===== config.mk =====
export PLATFORM = sky130hd
export DESIGN_NAME = utf8_stream_decoder_flat
export DESIGN_NICKNAME = d
export VERILOG_FILES = /design/src/u8d_pkg.sv /design/src/u8d_if.sv /design/src/utf8_stream_decoder.sv /design/src/flat_wrapper.sv
export SDC_FILE = /design/constraint.sdc
export NUM_CORES = 1
export LEC_CHECK = 0
export BUFFER_PORTS_ARGS = -buffer_cell sky130_fd_sc_hd__buf_2
export CAP_MARGIN = 20
export CORE_ASPECT_RATIO = 0.8
export CORE_MARGIN = 3
export CORE_UTILIZATION = 58
export DETAILED_ROUTE_END_ITERATION = 10
export GPL_ROUTABILITY_DRIVEN = 0
export GPL_TIMING_DRIVEN = 1
export PLACE_DENSITY = 0.73
export SLEW_MARGIN = 20
export SYNTH_ARGS = -nofsm -noshare
export SYNTH_HDL_FRONTEND = slang
export SYNTH_SLANG_ARGS = --single-unit

===== constraint.sdc =====
create_clock -name i_clk -period 5.7 [get_ports i_clk]
set_input_delay 1.14 -clock i_clk [delete_from_list [all_inputs] [get_ports i_clk]]
set_output_delay 1.14 -clock i_clk [all_outputs]
set_load 0.005 [all_outputs]

===== src/u8d_pkg.sv =====
// u8d_pkg: types and constants shared by the utf-8 stream decoder files
// depends on nothing; compiled first
package u8d_pkg;

    // command codes of an input beat
    localparam logic C_CMD_FEED  = 1'b0;
    localparam logic C_CMD_FLUSH = 1'b1;

    // code point width and the replacement character
    localparam int unsigned C_CP_W = 21;
    localparam logic [C_CP_W-1:0] C_REPL_CHAR = 21'h00FFFD;

    // lead byte ranges
    localparam logic [7:0] C_ASCII_TOP   = 8'h7F;
    localparam logic [7:0] C_LEAD2_LO    = 8'hC2;
    localparam logic [7:0] C_LEAD2_HI    = 8'hDF;
    localparam logic [7:0] C_LEAD3_LO    = 8'hE0;
    localparam logic [7:0] C_LEAD3_HI    = 8'hEF;
    localparam logic [7:0] C_LEAD4_LO    = 8'hF0;
    localparam logic [7:0] C_LEAD4_HI    = 8'hF4;
    localparam logic [7:0] C_LEAD_SURR   = 8'hED;

    // continuation bounds
    localparam logic [7:0] C_CONT_LO     = 8'h80;
    localparam logic [7:0] C_CONT_HI     = 8'hBF;
    localparam logic [7:0] C_E0_LO       = 8'hA0;
    localparam logic [7:0] C_ED_HI       = 8'h9F;
    localparam logic [7:0] C_F0_LO       = 8'h90;
    localparam logic [7:0] C_F4_HI       = 8'h8F;

    // one decoded result
    typedef struct packed {
        logic [C_CP_W-1:0] scalar_val;
        logic              byte_reexamined;
        logic              last;
    } t_result;

endpackage


===== src/u8d_if.sv =====
// u8d_if: valid/ready channels for input bytes and decoded code points
// depends on u8d_pkg
interface u8d_in_if;
    logic       valid;
    logic       ready;
    logic       cmd;
    logic [7:0] data_byte;

    modport source (output valid, output cmd, output data_byte, input ready);
    modport sink   (input valid, input cmd, input data_byte, output ready);
endinterface

interface u8d_out_if;
    logic                        valid;
    logic                        ready;
    logic [u8d_pkg::C_CP_W-1:0]  scalar_val;
    logic                        byte_reexamined;
    logic                        last;

    modport source (output valid, output scalar_val, output byte_reexamined,
                    output last, input ready);
    modport sink   (input valid, input scalar_val, input byte_reexamined,
                    input last, output ready);
endinterface


===== src/utf8_stream_decoder.sv =====
// utf8_stream_decoder: byte stream to unicode code points, with u+fffd replacement
// a result is registered into the result queue when its input beat is taken, then shown on o_out from the queue head
// throughput: one input beat per cycle while the queue holds two results or fewer
// the state update is a single registered pass; a byte that gives two results is absorbed by a 4-entry queue
// reset (i_rst_n low, synchronous): no sequence pending, result queue empty
// depends on u8d_pkg and u8d_if
module utf8_stream_decoder (
    input  logic             i_clk,
    input  logic             i_rst_n,
    u8d_in_if.sink           i_in,
    u8d_out_if.source        o_out
);
    import u8d_pkg::*;

    localparam int unsigned C_Q_DEPTH = 4;

    // decoder state
    logic [C_CP_W-1:0] r_pv, n_pv;
    logic [1:0]        r_bl, n_bl;
    logic [7:0]        r_lo, n_lo;
    logic [7:0]        r_hi, n_hi;

    // result queue
    t_result     r_q [C_Q_DEPTH];
    logic [1:0]  r_wr_ptr, n_wr_ptr;
    logic [1:0]  r_rd_ptr, n_rd_ptr;
    logic [2:0]  r_count, n_count;

    logic        w_accept;
    logic        w_pop;
    logic [7:0]  w_b;
    logic        w_bad;
    logic        w_lead_en;
    logic        w_lead_emit;
    logic [C_CP_W-1:0] w_lead_cp;
    logic [1:0]  w_nres;
    t_result     w_res0;
    t_result     w_res1;

    assign w_accept = i_in.valid && i_in.ready;
    assign w_pop    = o_out.valid && o_out.ready;
    assign w_b      = i_in.data_byte;
    assign w_bad    = (w_b < r_lo) || (w_b > r_hi);

    // room for two results keeps every byte acceptable in one beat
    assign i_in.ready = (r_count <= 3'd2);

    // decode one beat into up to two results
    always_comb begin
        n_pv        = r_pv;
        n_bl        = r_bl;
        n_lo        = r_lo;
        n_hi        = r_hi;
        w_res0      = '{scalar_val: C_REPL_CHAR, byte_reexamined: 1'b0, last: 1'b1};
        w_res1      = '{scalar_val: C_REPL_CHAR, byte_reexamined: 1'b0, last: 1'b1};
        w_nres      = 2'd0;
        w_lead_en   = 1'b0;
        w_lead_emit = 1'b0;
        w_lead_cp   = C_REPL_CHAR;

        if (w_accept) begin
            if (i_in.cmd == C_CMD_FLUSH) begin
                if (r_bl != 2'd0) begin
                    n_pv   = '0;
                    n_bl   = 2'd0;
                    n_lo   = C_CONT_LO;
                    n_hi   = C_CONT_HI;
                    w_nres = 2'd1;
                end
            end else if (r_bl != 2'd0) begin
                if (w_bad) begin
                    // partial sequence dropped, byte goes back through lead decode
                    n_pv      = '0;
                    n_bl      = 2'd0;
                    n_lo      = C_CONT_LO;
                    n_hi      = C_CONT_HI;
                    w_res0    = '{scalar_val: C_REPL_CHAR, byte_reexamined: 1'b1,
                                  last: 1'b0};
                    w_nres    = 2'd1;
                    w_lead_en = 1'b1;
                end else begin
                    n_pv = {r_pv[C_CP_W-7:0], w_b[5:0]};
                    n_bl = r_bl - 2'd1;
                    n_lo = C_CONT_LO;
                    n_hi = C_CONT_HI;
                    if (n_bl == 2'd0) begin
                        w_res0 = '{scalar_val: n_pv, byte_reexamined: 1'b0, last: 1'b1};
                        w_nres = 2'd1;
                        n_pv   = '0;
                    end
                end
            end else begin
                w_lead_en = 1'b1;
            end
        end

        // lead byte decode, state seen as cleared
        if (w_lead_en) begin
            if (w_b <= C_ASCII_TOP) begin
                w_lead_emit = 1'b1;
                w_lead_cp   = {{(C_CP_W-8){1'b0}}, w_b};
            end else if (w_b >= C_LEAD2_LO && w_b <= C_LEAD2_HI) begin
                n_pv = {{(C_CP_W-5){1'b0}}, w_b[4:0]};
                n_bl = 2'd1;
                n_lo = C_CONT_LO;
                n_hi = C_CONT_HI;
            end else if (w_b >= C_LEAD3_LO && w_b <= C_LEAD3_HI) begin
                n_pv = {{(C_CP_W-4){1'b0}}, w_b[3:0]};
                n_bl = 2'd2;
                n_lo = (w_b == C_LEAD3_LO) ? C_E0_LO : C_CONT_LO;
                n_hi = (w_b == C_LEAD_SURR) ? C_ED_HI : C_CONT_HI;
            end else if (w_b >= C_LEAD4_LO && w_b <= C_LEAD4_HI) begin
                n_pv = {{(C_CP_W-3){1'b0}}, w_b[2:0]};
                n_bl = 2'd3;
                n_lo = (w_b == C_LEAD4_LO) ? C_F0_LO : C_CONT_LO;
                n_hi = (w_b == C_LEAD4_HI) ? C_F4_HI : C_CONT_HI;
            end else begin
                w_lead_emit = 1'b1;
                w_lead_cp   = C_REPL_CHAR;
            end

            if (w_lead_emit) begin
                if (w_nres == 2'd0) begin
                    w_res0 = '{scalar_val: w_lead_cp, byte_reexamined: 1'b0, last: 1'b1};
                end else begin
                    w_res1 = '{scalar_val: w_lead_cp, byte_reexamined: 1'b0, last: 1'b1};
                end
                w_nres = w_nres + 2'd1;
            end else if (w_nres == 2'd1) begin
                // bad continuation opened a new sequence: replacement is the final result
                w_res0.last = 1'b1;
            end
        end
    end

    // queue pointers and fill count
    always_comb begin
        n_wr_ptr = r_wr_ptr + w_nres;
        n_rd_ptr = r_rd_ptr + {1'b0, w_pop};
        n_count  = r_count + {1'b0, w_nres} - {2'b00, w_pop};
    end

    // decoder state and queue control registers
    always_ff @(posedge i_clk) begin
        if (!i_rst_n) begin
            r_pv     <= '0;
            r_bl     <= 2'd0;
            r_lo     <= C_CONT_LO;
            r_hi     <= C_CONT_HI;
            r_wr_ptr <= 2'd0;
            r_rd_ptr <= 2'd0;
            r_count  <= 3'd0;
        end else begin
            r_pv     <= n_pv;
            r_bl     <= n_bl;
            r_lo     <= n_lo;
            r_hi     <= n_hi;
            r_wr_ptr <= n_wr_ptr;
            r_rd_ptr <= n_rd_ptr;
            r_count  <= n_count;
        end
    end

    // queue payload, written in order
    always_ff @(posedge i_clk) begin
        for (int i = 0; i < C_Q_DEPTH; i++) begin
            if (w_nres != 2'd0 && 2'(i) == r_wr_ptr) begin
                r_q[i] <= w_res0;
            end else if (w_nres == 2'd2 && 2'(i) == (r_wr_ptr + 2'd1)) begin
                r_q[i] <= w_res1;
            end
        end
    end

    // output beat from the queue head
    assign o_out.valid           = (r_count != 3'd0);
    assign o_out.scalar_val      = r_q[r_rd_ptr].scalar_val;
    assign o_out.byte_reexamined = r_q[r_rd_ptr].byte_reexamined;
    assign o_out.last            = r_q[r_rd_ptr].last;

    // queue never overfills
    a_count_bound: assert property (@(posedge i_clk) disable iff (!i_rst_n)
        r_count <= 3'(C_Q_DEPTH))
        else $error("result queue overfilled");

    // no sequence pending means default continuation bounds
    a_idle_bounds: assert property (@(posedge i_clk) disable iff (!i_rst_n)
        (r_bl == 2'd0) |-> (r_lo == C_CONT_LO && r_hi == C_CONT_HI))
        else $error("bounds left narrowed with no sequence pending");

    // a flush always ends any pending sequence
    a_flush_clears: assert property (@(posedge i_clk) disable iff (!i_rst_n)
        (w_accept && i_in.cmd == C_CMD_FLUSH) |=> (r_bl == 2'd0))
        else $error("sequence still pending after flush");

    // pointer distance agrees with fill count
    a_ptr_count: assert property (@(posedge i_clk) disable iff (!i_rst_n)
        r_count[1:0] == (r_wr_ptr - r_rd_ptr))
        else $error("queue pointers disagree with fill count");

endmodule

===== src/flat_wrapper.sv =====
// flat-port wrapper written by rule: the top's interface ports become plain ports
module utf8_stream_decoder_flat import u8d_pkg::*;
  (i_clk, i_rst_n, i_in_valid, i_in_cmd, i_in_data_byte, i_in_ready, o_out_valid, o_out_scalar_val, o_out_byte_reexamined, o_out_last, o_out_ready);
  u8d_in_if i_in_i ();
  u8d_out_if o_out_i ();
  input  logic i_clk;
  input  logic i_rst_n;
  input wire logic [$bits(i_in_i.valid)-1:0] i_in_valid;
  input wire logic [$bits(i_in_i.cmd)-1:0] i_in_cmd;
  input wire logic [$bits(i_in_i.data_byte)-1:0] i_in_data_byte;
  output wire logic [$bits(i_in_i.ready)-1:0] i_in_ready;
  output wire logic [$bits(o_out_i.valid)-1:0] o_out_valid;
  output wire logic [$bits(o_out_i.scalar_val)-1:0] o_out_scalar_val;
  output wire logic [$bits(o_out_i.byte_reexamined)-1:0] o_out_byte_reexamined;
  output wire logic [$bits(o_out_i.last)-1:0] o_out_last;
  input wire logic [$bits(o_out_i.ready)-1:0] o_out_ready;
  assign i_in_i.valid = i_in_valid;
  assign i_in_i.cmd = i_in_cmd;
  assign i_in_i.data_byte = i_in_data_byte;
  assign i_in_ready = i_in_i.ready;
  assign o_out_valid = o_out_i.valid;
  assign o_out_scalar_val = o_out_i.scalar_val;
  assign o_out_byte_reexamined = o_out_i.byte_reexamined;
  assign o_out_last = o_out_i.last;
  assign o_out_i.ready = o_out_ready;
  utf8_stream_decoder u_core (.i_clk(i_clk), .i_rst_n(i_rst_n), .i_in(i_in_i), .o_out(o_out_i));
endmodule

==> flow_metrics.env <==
export IMPL_status="completed"
export IMPL_end_kind="flip-flop"
export IMPL_postRouteWirelength_um=16900
export IMPL_final_antenna_net_count=0
export IMPL_post_cts_resized=0
export IMPL_drtIter0Drc=524
export IMPL_slowest_delay_ns=0.47
export IMPL_synthSimpleGateAreaFrac=0.131
export IMPL_critical_path_top_delay_family="compound AO/OA/AOI/OAI gates"
export IMPL_clk_pin_slew_worst_paths_ns=0.06
export IMPL_hp_start="u_core.r_hi[2]"
export IMPL_vdd_drop_max_mv=0.171
export IMPL_hold_path_class="reg2reg"
export IMPL_clockBufferDepth=2
export IMPL_synth_cell_types=77
export IMPL_ys_warn_count=0
export IMPL_overflow=0
export IMPL_grt_pass1_wl_um=27300
export IMPL_cts_sinks=132
export IMPL_setup_slack_ns=1.04
export IMPL_drc=0
export IMPL_final_layout_size_suffix_gt1_frac=0.202
export IMPL_fp_row_count=34
export IMPL_synthAdderAreaFrac=0.0423
export IMPL_die_area_um2=12900
export IMPL_maxSlewHeadroom=0.266
export IMPL_worst_path_buf_inv=2
export IMPL_synth_xor_area_share=0.00393
export IMPL_cp_data_arrival_time_ns=4.73
export IMPL_synthMuxAreaShare=0.0789
export IMPL_vias=5090
export IMPL_final_cell_mix="edfxtp_1 (85), o21ai_0 (59), dfxtp_1 (46)"
export IMPL_reg2reg_depth=12
export IMPL_drv_slew=0
export IMPL_rr_startpoint="u_core.r_hi[5]"
export IMPL_dp_slack_ns=0.719
export IMPL_crit_chain="buf_2 -> ha_1 -> o21ai_0 -> nor2_1 -> o31ai_1 -> o211a_1 -> nor2_1 -> ha_1 -> nor3_1 -> a21oi_4 -> a22oi_1 -> inv_1"
export IMPL_antenna_found_initial=0
export IMPL_ff2ff_setup_slack_ns=1.59
export IMPL_areaGrowthSynthToFinish_pct=12.6
export IMPL_synth_fp_nets=607
export IMPL_p_total_mw=2.67
export IMPL_vias_per_cell=6.68
export IMPL_grt_pass1_vias=5086
export IMPL_synthArstFlopShare=0
export IMPL_postLayoutCoreUtil=0.681
export IMPL_nets=640
export IMPL_dpl_hpwl_um=11200
export IMPL_synth_top_family_by_area="compound AO/OA/AOI/OAI gates"
export IMPL_synth_compound_area_frac=0.181
export IMPL_skew_ns=0.00781
export IMPL_worstPathRequired_ns=5.77
export IMPL_cts_hold_fix_buffers=0
export IMPL_fin_crit_ns=4.66
export IMPL_final_common_cell="edfxtp_1"
export IMPL_worstSetupPathType="in2reg"
export IMPL_pwr_density_cell_nw_per_um2=354
export IMPL_hold_path_cell_count=2
export IMPL_diodes=0
export IMPL_cts_root_buf="clkbuf_16"
export IMPL_hold_end="u_core.r_hi[2]"
export IMPL_io_pins=38
export IMPL_firstDrtPassIters=5
export IMPL_holdWs_ns=0.437
export IMPL_tightest_slew_ns=1.10
export IMPL_syn_area_um2=6690
export IMPL_p_leak_nw=2.59
export IMPL_grtUsageTotal=0.277
export IMPL_rsz0062_at_grt="false"
export IMPL_synthCells=572
export IMPL_post_cts_buffers=0
export IMPL_hold_viol=0
export IMPL_start_util=0.605
export IMPL_stdcell_count=762
export IMPL_placeableCoreArea_um2=11100
export IMPL_post_route_cell_area_um2=7530
export IMPL_clock_fmax_ghz=0.214
export IMPL_die_h_um=102
export IMPL_setup_viol=0
export IMPL_placed_area_um2=6980
export IMPL_grt_max_degree=25
export IMPL_synth_ff_latch_count=132
export IMPL_io_buffers=37
export IMPL_cts_tree="done"
export IMPL_synth_top_flop_cell="edfxtp_1"
export IMPL_ys_seq_area_frac=0.522
export IMPL_die_x_um=126
export IMPL_synth_edff_count=85
export IMPL_fin_crit_sh=0.818
export IMPL_r2r_end="u_core.r_q[2][15]"
export IMPL_crit_slowest_cell="nor3_1"
export IMPL_maxCapViolations=0
export IMPL_placed_cells=730
export IMPL_critPathLaunchType="primary input"
export IMPL_critPathMaxFanout=16
export IMPL_setup_tns_ns=0
export IMPL_cts_inserted_buffers=17
export IMPL_avgSynthCellArea_um2=11.7
export IMPL_htree_levels=4
export IMPL_clk_latency_ns=0.42
export IMPL_wl_per_cell_um=22.2
## area by class of cell
type | count | area, µm²
inverters | 32 | 120
fillers | 845 | 3530
flip-flops and latches | 132 | 3490
repair buffers | 46 | 253
clock inverters | 15 | 128
well taps | 144 | 180
clock buffers | 17 | 425
multi-input cells | 376 | 2930
## cells by family (layout without fill, tap and decap cells)
kind of cell    Yosys count  in the layout
compound gates          174            174
xor+xnor                  3              3
fa+ha+maj                22             22
buf+inv                  64            110
flops                   132            132
mux                      24             24
simple gates            153            153
## Yosys cell counts, drive strengths merged (2+ instances only)
cell type	count	area share
nand4b	2	0.0026
buf	18	0.015
or2	2	0.0019
inv	31	0.017
edfxtp	85	0.38
a211oi	5	0.0082
a21oi	28	0.024
o22ai	3	0.0028
nor4	8	0.0094
o211a	4	0.0060
nand4	6	0.0056
nand3b	2	0.0022
clkbuf	14	0.0079
and2	9	0.0084
nand2	25	0.014
or3	7	0.0065
a22o	8	0.010
o2bb2ai	2	0.0026
a21o	3	0.0034
o21ai	65	0.049
a211o	5	0.0065
nand3	24	0.018
dfxtp	47	0.14
o311ai	3	0.0077
a21boi	3	0.0034
and3	2	0.0019
ha	21	0.039
o211ai	19	0.024
xnor2	2	0.0026
nor2	27	0.015
a22oi	5	0.0056
a31oi	6	0.0056
nor3	14	0.014
mux4	23	0.077
and4	17	0.022
a41oi	2	0.0026
nand2b	4	0.0037
## per-layer routing
metal  part of all wire  global-route usage  up-vias
met1               0.42               0.366     2484
met3              0.081              0.0611       29
met2               0.48               0.457      269
li1                   -                   -     2308
met4              0.015               0.103        0
met5                  0                   0        -
## worst max-delay path by stage
stage | from | endpoint | depth (start not counted)
global placement | i_in_data_byte[5] | u_core.r_q[2][13] | 12
CTS | i_in_data_byte[6] | u_core.r_q[2][7] | 12
global route | i_in_data_byte[6] | u_core.r_q[2][7] | 12
floorplan | i_in_data_byte[2] | u_core.r_q[3][0] | 11
finish | i_in_data_byte[6] | u_core.r_q[2][15] | 12
detailed placement | i_in_data_byte[5] | u_core.r_q[2][14] | 12
## sequential cells by signal, summed over array words and instances, names as in the netlist
| signal | cells |
|---|---|
| u_core.r_wr_ptr | 2 |
| u_core.r_count | 3 |
| u_core.r_lo | 8 |
| u_core.r_bl | 2 |
| u_core.r_q | 92 |
| u_core.r_hi | 8 |
| u_core.r_rd_ptr | 2 |
| u_core.r_pv | 15 |
## power breakdown
group          internal, mW  switching, mW
clock                 0.600          0.427
sequential             1.08         0.0366
combinational         0.245          0.278
## worst min-delay path: cells and delay by family (launching register included)
| family | cells | cell delay (ns) |
|---|---|---|
| buffers and inverters | 1 | 0.05 |
| AND/OR/NAND/NOR | 1 | 0.05 |
| flip-flops | 1 | 0.31 |
Power figures use the tool's default switching activity.
